--- src/rtl/core/assert_macros.svh ---
// Assertion helpers shared by the matcher RTL.
`ifndef ASSERT_MACROS_SVH
`define ASSERT_MACROS_SVH
`ifndef SYNTHESIS
`define LCM_ASSERT(lbl, clk, rstn, prop) \
	lbl: assert property (@(posedge clk) disable iff (!rstn) (prop)) \
		else $error("lcm assertion failed");
`define LCM_ASSERT_IMP(lbl, clk, rstn, ante, cons) \
	lbl: assert property (@(posedge clk) disable iff (!rstn) (ante) |-> (cons)) \
		else $error("lcm implication failed");
`else
`define LCM_ASSERT(lbl, clk, rstn, prop)
`define LCM_ASSERT_IMP(lbl, clk, rstn, ante, cons)
`endif
`endif

--- src/rtl/core/lcm_pkg.sv ---
package lcm_pkg;

	localparam int CHAR_W        = 8;
	localparam int TOKEN_CHARS   = 8;
	localparam int COMMAND_CHARS = 8;
	localparam int WORD_W        = TOKEN_CHARS * CHAR_W;
	localparam int TLEN_W        = 7;
	localparam int CNT_W         = 3;
	localparam int IDX_W         = 3;
	localparam int CFG_IDX_W     = 3;
	localparam int CFG_DATA_W    = 64;
	localparam int FIFO_DEPTH    = 4;

	localparam logic [CHAR_W-1:0] SPACE_CHAR  = 8'h20;
	localparam logic [CHAR_W-1:0] PRINT_LO    = 8'h20;
	localparam logic [CHAR_W-1:0] PRINT_HI    = 8'h7E;
	localparam logic [CHAR_W-1:0] NUL_CHAR    = 8'h00;
	localparam logic [15:0]       LINE_END_RST = 16'h0A0D;

	// register indexes
	localparam logic [CFG_IDX_W-1:0] CFG_LINE_END  = 3'd0;
	localparam logic [CFG_IDX_W-1:0] CFG_CMD_COUNT = 3'd1;
	localparam logic [CFG_IDX_W-1:0] CFG_WORD0     = 3'd2;

	typedef enum logic [2:0] {
		PH_BEFORE = 3'b001,
		PH_IN     = 3'b010,
		PH_AFTER  = 3'b100
	} phase_t;

	// finished line handed from front to back
	typedef struct packed {
		logic [WORD_W-1:0] token_chars;
		logic [TLEN_W-1:0] token_len;
	} line_rec_t;

	// strncmp-style compare, stops at the first NUL of the word
	function automatic logic word_match(input logic [WORD_W-1:0] word,
			input logic [WORD_W-1:0] tok);
		logic done;
		logic res;
		logic [CHAR_W-1:0] c;
		logic [CHAR_W-1:0] t;
		done = 1'b0;
		res  = 1'b1;
		for (int i = 0; i < COMMAND_CHARS; i++) begin
			c = word[i*CHAR_W +: CHAR_W];
			t = tok[i*CHAR_W +: CHAR_W];
			if (!done) begin
				if (c != t) begin
					res  = 1'b0;
					done = 1'b1;
				end else if (c == NUL_CHAR) begin
					done = 1'b1;
				end
			end
		end
		return res;
	endfunction

endpackage

--- src/rtl/core/lcm_front.sv ---
`include "assert_macros.svh"

module lcm_front import lcm_pkg::*; #(
	parameter int LINE_CAPACITY = 64
) (
	input  logic                clk,
	input  logic                arst_n,
	input  logic                in_valid,
	output logic                in_ready,
	input  logic [CHAR_W-1:0]   in_byte,
	input  logic [15:0]         line_end_chars,
	input  logic                q_full,
	output logic                q_push,
	output line_rec_t           q_rec
);

	localparam int FILL_W = $clog2(LINE_CAPACITY + 1);

	logic [FILL_W-1:0] line_fill_q;
	phase_t            phase_q;
	logic [WORD_W-1:0] token_chars_q;
	logic [TLEN_W-1:0] token_count_q;

	logic [CHAR_W-1:0] term;
	logic [CHAR_W-1:0] skip;
	logic              accept;
	logic              is_term;
	logic              store;

	assign term     = line_end_chars[7:0];
	assign skip     = line_end_chars[15:8];
	assign in_ready = !q_full;
	assign accept   = in_valid && in_ready;
	assign is_term  = accept && (in_byte != skip) && (in_byte == term);
	assign store    = accept && (in_byte != skip) && (in_byte != term)
		&& (in_byte >= PRINT_LO) && (in_byte <= PRINT_HI)
		&& (line_fill_q < FILL_W'(LINE_CAPACITY));

	assign q_push            = is_term && (phase_q != PH_BEFORE);
	assign q_rec.token_chars = token_chars_q;
	assign q_rec.token_len   = token_count_q;

	always_ff @(posedge clk or negedge arst_n) begin
		if (!arst_n) begin
			line_fill_q   <= '0;
			phase_q       <= PH_BEFORE;
			token_chars_q <= '0;
			token_count_q <= '0;
		end else if (is_term) begin
			line_fill_q   <= '0;
			phase_q       <= PH_BEFORE;
			token_chars_q <= '0;
			token_count_q <= '0;
		end else if (store) begin
			line_fill_q <= line_fill_q + FILL_W'(1);
			if (in_byte == SPACE_CHAR) begin
				if (phase_q == PH_IN) begin
					phase_q <= PH_AFTER;
				end
			end else if (phase_q != PH_AFTER) begin
				phase_q <= PH_IN;
				if (token_count_q < TLEN_W'(TOKEN_CHARS)) begin
					token_chars_q[token_count_q[2:0]*CHAR_W +: CHAR_W] <= in_byte;
				end
				token_count_q <= token_count_q + TLEN_W'(1);
			end
		end
	end

	`LCM_ASSERT_IMP(a_empty_token, clk, arst_n, phase_q == PH_BEFORE, token_count_q == '0)
	`LCM_ASSERT(a_fill_bound, clk, arst_n, line_fill_q <= FILL_W'(LINE_CAPACITY))

endmodule

--- src/rtl/core/lcm_fifo.sv ---
`include "assert_macros.svh"

module lcm_fifo import lcm_pkg::*; (
	input  logic      clk,
	input  logic      arst_n,
	input  logic      push,
	input  line_rec_t push_rec,
	output logic      full,
	input  logic      pop,
	output logic      empty,
	output line_rec_t head
);

	localparam int PTR_W = $clog2(FIFO_DEPTH);
	localparam int CNT_FW = $clog2(FIFO_DEPTH + 1);

	line_rec_t          mem_q [FIFO_DEPTH];
	logic [PTR_W-1:0]   wr_ptr_q;
	logic [PTR_W-1:0]   rd_ptr_q;
	logic [CNT_FW-1:0]  count_q;

	assign full  = (count_q == CNT_FW'(FIFO_DEPTH));
	assign empty = (count_q == '0);
	assign head  = mem_q[rd_ptr_q];

	always_ff @(posedge clk) begin
		if (push) begin
			mem_q[wr_ptr_q] <= push_rec;
		end
	end

	always_ff @(posedge clk or negedge arst_n) begin
		if (!arst_n) begin
			wr_ptr_q <= '0;
			rd_ptr_q <= '0;
			count_q  <= '0;
		end else begin
			if (push) begin
				wr_ptr_q <= wr_ptr_q + PTR_W'(1);
			end
			if (pop) begin
				rd_ptr_q <= rd_ptr_q + PTR_W'(1);
			end
			if (push && !pop) begin
				count_q <= count_q + CNT_FW'(1);
			end else if (pop && !push) begin
				count_q <= count_q - CNT_FW'(1);
			end
		end
	end

	`LCM_ASSERT_IMP(a_no_overflow, clk, arst_n, push, !full)
	`LCM_ASSERT_IMP(a_no_underflow, clk, arst_n, pop, !empty)

endmodule

--- src/rtl/core/lcm_back.sv ---
`include "assert_macros.svh"

module lcm_back import lcm_pkg::*; #(
	parameter int COMMAND_SLOTS = 6
) (
	input  logic                                 clk,
	input  logic                                 arst_n,
	input  logic                                 q_empty,
	input  line_rec_t                            q_head,
	output logic                                 q_pop,
	input  logic [CNT_W-1:0]                     command_count,
	input  logic [COMMAND_SLOTS-1:0][WORD_W-1:0] command_word,
	output logic                                 out_valid,
	input  logic                                 out_ready,
	output logic                                 hit,
	output logic [IDX_W-1:0]                     command_index,
	output logic [WORD_W-1:0]                    token_head,
	output logic [TLEN_W-1:0]                    token_length
);

	logic              valid_q;
	logic              hit_q;
	logic [IDX_W-1:0]  index_q;
	logic [WORD_W-1:0] head_q;
	logic [TLEN_W-1:0] len_q;

	logic              found;
	logic [IDX_W-1:0]  found_idx;

	// lowest active slot that matches wins
	always_comb begin
		found     = 1'b0;
		found_idx = '0;
		for (int i = 0; i < COMMAND_SLOTS; i++) begin
			if (!found && (CNT_W'(i) < command_count)
					&& word_match(command_word[i], q_head.token_chars)) begin
				found     = 1'b1;
				found_idx = IDX_W'(i);
			end
		end
	end

	assign q_pop = !q_empty && (!valid_q || out_ready);

	always_ff @(posedge clk or negedge arst_n) begin
		if (!arst_n) begin
			valid_q <= 1'b0;
		end else if (q_pop) begin
			valid_q <= 1'b1;
		end else if (out_ready) begin
			valid_q <= 1'b0;
		end
	end

	always_ff @(posedge clk) begin
		if (q_pop) begin
			hit_q   <= found;
			index_q <= found_idx;
			head_q  <= q_head.token_chars;
			len_q   <= q_head.token_len;
		end
	end

	assign out_valid     = valid_q;
	assign hit           = hit_q;
	assign command_index = index_q;
	assign token_head    = head_q;
	assign token_length  = len_q;

	`LCM_ASSERT_IMP(a_miss_index_zero, clk, arst_n, valid_q && !hit_q, index_q == '0)

endmodule

--- src/rtl/core/line_command_keyword_matcher_unit.sv ---
// Path: a terminator beat is written into the line queue; the back end pops it when its
//   result register is free or being taken, and that register drives m_axis_tvalid.
// Throughput: one input beat per cycle; s_axis_tready drops only while the 4-deep
//   line queue between front and back is full (results backed up on m_axis).
// Reset (arst_n low, async): line state, queue and output valid cleared; registers
//   return to terminator CR / ignore LF, zero command slots, zero words.
module line_command_keyword_matcher_unit import lcm_pkg::*; #(
	parameter int LINE_CAPACITY = 64,
	parameter int COMMAND_SLOTS = 6
) (
	input  logic                  clk,
	input  logic                  arst_n,
	// input byte stream
	input  logic                  s_axis_tvalid,
	output logic                  s_axis_tready,
	input  logic [7:0]            s_axis_tdata,   // [7:0] in_byte
	// match results, one beat per line holding a token
	output logic                  m_axis_tvalid,
	input  logic                  m_axis_tready,
	output logic [79:0]           m_axis_tdata,   // [2:0] command_index, [66:3] token_head,
	                                              // [73:67] token_length, [79:74] zero
	output logic                  m_axis_tuser,   // [0] hit
	// register writes
	input  logic                  cfg_we,
	input  logic [CFG_IDX_W-1:0]  cfg_index,
	input  logic [CFG_DATA_W-1:0] cfg_data
);

	// register file
	logic [15:0]                          line_end_q;
	logic [CNT_W-1:0]                     cmd_count_q;
	logic [COMMAND_SLOTS-1:0][WORD_W-1:0] cmd_word_q;

	// front -> queue -> back
	logic      q_push;
	logic      q_pop;
	logic      q_full;
	logic      q_empty;
	line_rec_t q_in;
	line_rec_t q_head;

	logic              res_hit;
	logic [IDX_W-1:0]  res_idx;
	logic [WORD_W-1:0] res_head;
	logic [TLEN_W-1:0] res_len;

	// Count above the slot number needs no clamp: slots past the end do not exist,
	// so the back end only scans what is built.
	always_ff @(posedge clk or negedge arst_n) begin
		if (!arst_n) begin
			line_end_q  <= LINE_END_RST;
			cmd_count_q <= '0;
			cmd_word_q  <= '0;
		end else if (cfg_we) begin
			if (cfg_index == CFG_LINE_END) begin
				line_end_q <= cfg_data[15:0];
			end
			if (cfg_index == CFG_CMD_COUNT) begin
				cmd_count_q <= cfg_data[CNT_W-1:0];
			end
			for (int i = 0; i < COMMAND_SLOTS; i++) begin
				if (cfg_index == CFG_IDX_W'(CFG_WORD0 + CFG_IDX_W'(i))) begin
					cmd_word_q[i] <= cfg_data[WORD_W-1:0];
				end
			end
		end
	end

	// front: tracks the line and its first token, queues finished lines that hold a token
	lcm_front #(
		.LINE_CAPACITY(LINE_CAPACITY)
	) u_front (
		.clk           (clk),
		.arst_n        (arst_n),
		.in_valid      (s_axis_tvalid),
		.in_ready      (s_axis_tready),
		.in_byte       (s_axis_tdata),
		.line_end_chars(line_end_q),
		.q_full        (q_full),
		.q_push        (q_push),
		.q_rec         (q_in)
	);

	lcm_fifo u_fifo (
		.clk     (clk),
		.arst_n  (arst_n),
		.push    (q_push),
		.push_rec(q_in),
		.full    (q_full),
		.pop     (q_pop),
		.empty   (q_empty),
		.head    (q_head)
	);

	// back: compares the token against the active slots in parallel, holds the result beat
	lcm_back #(
		.COMMAND_SLOTS(COMMAND_SLOTS)
	) u_back (
		.clk          (clk),
		.arst_n       (arst_n),
		.q_empty      (q_empty),
		.q_head       (q_head),
		.q_pop        (q_pop),
		.command_count(cmd_count_q),
		.command_word (cmd_word_q),
		.out_valid    (m_axis_tvalid),
		.out_ready    (m_axis_tready),
		.hit          (res_hit),
		.command_index(res_idx),
		.token_head   (res_head),
		.token_length (res_len)
	);

	assign m_axis_tuser = res_hit;
	assign m_axis_tdata = {6'b0, res_len, res_head, res_idx};

endmodule

--- config.mk ---
export PLATFORM = sky130hd
export DESIGN_NAME = line_command_keyword_matcher_unit
export DESIGN_NICKNAME = d
export VERILOG_FILES = /design/src/rtl/core/lcm_pkg.sv /design/src/rtl/core/lcm_front.sv /design/src/rtl/core/lcm_fifo.sv /design/src/rtl/core/lcm_back.sv /design/src/rtl/core/line_command_keyword_matcher_unit.sv
export VERILOG_INCLUDE_DIRS = /design/src /design/src/rtl/core
export SDC_FILE = /design/constraint.sdc
export NUM_CORES = 1
export LEC_CHECK = 0
export BUFFER_PORTS_ARGS = -buffer_cell sky130_fd_sc_hd__buf_2
export CAP_MARGIN = 20
export CORE_UTILIZATION = 40
export DETAILED_ROUTE_END_ITERATION = 10
export PLACE_DENSITY = 0.63
export SYNTH_ARGS = -nofsm -noshare
export SYNTH_HDL_FRONTEND = slang
export SYNTH_SLANG_ARGS = --single-unit
--- constraint.sdc ---
create_clock -name clk -period 7.3 [get_ports clk]
set_input_delay 1.46 -clock clk [delete_from_list [all_inputs] [get_ports clk]]
set_output_delay 1.46 -clock clk [all_outputs]
set_load 0.02 [all_outputs]
==> impl_metrics.env <==
export IMPL_status="complete, no violations"
export IMPL_power_density_nw_per_um2=339
export IMPL_maxSlewViolCount=0
export IMPL_grt_total_usage=0.203
export IMPL_max_slew_worst_pin_slew_ns=1.11
export IMPL_ys_seq_area_frac=0.621
export IMPL_rsz0062_at_grt="no"
export IMPL_synthAdderAreaFrac=0.00356
export IMPL_start_kind="register"
export IMPL_synth_cell_types=59
export IMPL_synth_edff_count=359
export IMPL_grt_max_degree=160
export IMPL_drive_gt1_frac=0.307
export IMPL_detail_route_wl_per_cell_um=24.1
export IMPL_maxSlewHeadroom=0.260
export IMPL_yosys_area_share_simple=0.0630
export IMPL_p_int_uw=9910
export IMPL_synth_warnings=0
export IMPL_die_h_um=307
export IMPL_antenna_found_initial=2
export IMPL_setup_violations=0
export IMPL_swShare=0.305
export IMPL_path_clk_slew_ns=0.06
export IMPL_leakagePower_uw=0.0162
export IMPL_grt_pass1_wl_um=144000
export IMPL_post_drt_via_cell_ratio=5.41
export IMPL_fin_area_um2=42100
export IMPL_clock_fmax_mhz=202
export IMPL_io_buffers=156
export IMPL_power_frac_comb=0.220
export IMPL_place_hpwl_um=63800
export IMPL_finalSetupTns_ns=0
export IMPL_vias=21248
export IMPL_clockPowerShare=0.318
export IMPL_r2r_slack_ns=2.35
export IMPL_cts_max_path_buffers=3
export IMPL_multi_input_area_um2=13300
export IMPL_r2r_end="u_back.command_index[2]$_SDFFCE_PP1P_"
export IMPL_layout_nets=2695
export IMPL_die_area_um2=94200
export IMPL_fin_crit_sh=0.678
export IMPL_die_w_um=307
export IMPL_drv_cap=0
export IMPL_avgSynthCellArea_um2=15.0
export IMPL_area_growth_pct=13.0
export IMPL_diodes=0
export IMPL_min_to="u_fifo.count_q[2]$_DFFE_PN0P_"
export IMPL_first_global_vias=22576
export IMPL_start_util=0.405
export IMPL_fill_cells=8044
export IMPL_holdPathStages=1
export IMPL_io_pins=163
export IMPL_syn_cell_area_um2=37200
export IMPL_seq_power_share=0.462
export IMPL_core_area_um2=91900
export IMPL_ys_ff_latch=851
export IMPL_clock_sinks=851
export IMPL_required_ns=7.69
export IMPL_routabilityCongestion=0.846
export IMPL_ant_nets=0
export IMPL_num_rows=111
export IMPL_hp_start="u_fifo.count_q[2]$_DFFE_PN0P_"
export IMPL_min_path_type="register to register"
export IMPL_syn_inst=2478
export IMPL_cts_hold_buf=0
export IMPL_fin_skew_ns=0.0528
export IMPL_synthFlopType="dfrtp_1"
export IMPL_peakVddDrop_mv=0.181
export IMPL_end_kind="register"
export IMPL_dr_pass1_iters=5
export IMPL_numCtsBuffers=89
export IMPL_hold_viol=0
export IMPL_grt_ovfl_total=0
export IMPL_r2r_cells=10
export IMPL_cts_setup_buffers=0
export IMPL_place_area_um2=39100
export IMPL_postCtsResizedCells=0
export IMPL_synth_top_family_by_area="multiplexers"
export IMPL_cts_tree="done"
export IMPL_synth_xor_area_frac=0.0979
export IMPL_synth_compound_area_share=0.0138
export IMPL_register_area_um2=23100
export IMPL_htreeDepth=3
export IMPL_async_flop_share=0.578
export IMPL_root_buffer="clkbuf_16"
export IMPL_insertion_delay_ns=0.68
export IMPL_critPathMaxFanout=43
export IMPL_crit_type="register to register"
export IMPL_drt_total_wl_um=94700
export IMPL_drt_initial_drc_count=1621
export IMPL_reg2reg_from="u_fifo.rd_ptr_q[0]$_DFFE_PN0P_"
export IMPL_drcViolationCount=0
export IMPL_critPathArrivalTime_ns=5.34
export IMPL_holdWs_ns=0.504
export IMPL_synthMuxAreaShare=0.178
export IMPL_post_route_min_period_ns=4.95
export IMPL_p_sw_uw=4350
metrics by stage:
step                      instances  power (µW)  setup WS (ns)   util
after floorplan                2483        8890          0.652      -
after global placement         3752        9740           2.17  0.424
after detailed placement       3756        9830           2.17  0.425
after CTS                      3924       14400           2.14  0.457
after global routing           3925       14900           1.95  0.457
final                          3925       14300           2.35  0.457
Yosys cell counts (10+ instances only):
master,count,area share
edfxtp_1,359,0.29
and2_1,19,0.0032
buf_2,46,0.0062
nor4_1,98,0.016
buf_6,13,0.0039
a21oi_1,21,0.0028
mux4_2,67,0.041
clkbuf_1,68,0.0069
xnor2_1,341,0.080
nand2_1,75,0.0076
mux2_2,414,0.13
nor2_1,95,0.0096
nand4_1,93,0.016
o21ai_0,22,0.0030
dfrtp_1,486,0.33
nor3_1,10,0.0013
nand3_1,12,0.0016
xor2_1,75,0.018
mux2i_1,36,0.0097
buf_4,16,0.0032
critical path: stages, from the launching register on:
cell      delay, ns
dfrtp_4        1.02
buf_4          0.65
mux4_2         0.73
xnor2_1        0.21
nand4_1        0.13
o31ai_1        0.57
a31oi_1        0.22
o31ai_1        0.57
a311oi_1       0.23
o21ai_1        0.25
a211oi_1       0.08
worst max-delay path by stage:
stage	start	to	slack [ns]	depth (start not counted)
finish	u_fifo.rd_ptr_q[0]$_DFFE_PN0P_	u_back.command_index[2]$_SDFFCE_PP1P_	2.35	10
global route	u_fifo.rd_ptr_q[0]$_DFFE_PN0P_	u_back.command_index[2]$_SDFFCE_PP1P_	1.95	10
CTS	u_fifo.rd_ptr_q[0]$_DFFE_PN0P_	u_back.command_index[2]$_SDFFCE_PP1P_	2.14	10
detailed placement	u_fifo.rd_ptr_q[0]$_DFFE_PN0P_	u_back.command_index[2]$_SDFFCE_PP1P_	2.17	10
global placement	u_fifo.rd_ptr_q[0]$_DFFE_PN0P_	u_back.command_index[2]$_SDFFCE_PP1P_	2.17	10
floorplan	m_axis_tready	u_fifo.count_q[1]$_DFFE_PN0P_	0.65	7
power by group through the flow:
stage / sequential (µW) / clock (µW) / combinational [µW]
after floorplan: 6520 / 0 / 2370
after global placement: 6660 / 0 / 3080
after detailed placement: 6690 / 0 / 3150
after CTS: 6610 / 4630 / 3160
after global routing: 6700 / 4840 / 3390
final: 6590 / 4530 / 3130
cells by family after synthesis:
kind of cell / after synthesis
mux: 521
other cells: 1
buf+inv: 156
fa+ha+maj: 10
simple gates: 440
compound gates: 83
xor+xnor: 416
flops: 851
layer usage:
layer	up-vias	wire, µm	GRT usage
met5	-	0	0
met4	0	2200	0.0582
met3	144	4880	0.0329
met2	594	45600	0.328
met1	11175	42000	0.282
li1	9335	-	-
layout by cell type (no fill, tap or decap), types with 9 or more instances in the layout:
| cell | n |
|---|---|
| a31oi_1 | 9 |
| xor2_1 | 75 |
| mux2_2 | 414 |
| ha_1 | 9 |
| nor2_1 | 94 |
| clkbuf_16 | 89 |
| clkinv_2 | 17 |
| dfrtp_1 | 484 |
| nand2_1 | 75 |
| mux2i_1 | 36 |
| a21oi_1 | 20 |
| and2_1 | 15 |
| nor4_1 | 98 |
| nand4_1 | 93 |
| buf_4 | 15 |
| clkbuf_8 | 23 |
| xnor2_1 | 341 |
| nand3_1 | 12 |
| edfxtp_1 | 359 |
| buf_2 | 155 |
| clkbuf_1 | 23 |
| mux4_2 | 67 |
| inv_1 | 9 |
| o21ai_0 | 22 |
final cells by class:
class / instances / share of cell area
Clock buffer: 135 / 0.0625
Clock inverter: 33 / 0.00806
Inverter: 9 / 0.000803
Multi-Input combinational cell: 1476 / 0.317
Sequential cell: 851 / 0.549
Tap cell: 1243 / 0.0370
Timing Repair Buffer: 178 / 0.0251
flip-flops by register name (all words and copies together), names as in the netlist:
name	flops
cmd_word_q	384
u_fifo.mem_q	284
u_back.token_head	64
u_front.token_chars_q	64
line_end_q	16
u_back.token_length	7
u_front.line_fill_q	7
u_front.token_count_q	7
cmd_count_q	3
u_back.command_index	3
u_fifo.count_q	3
u_front.phase_q	3
u_fifo.rd_ptr_q	2
u_fifo.wr_ptr_q	2
u_back.hit	1
u_back.out_valid	1
(Power assumes the default switching activity.)
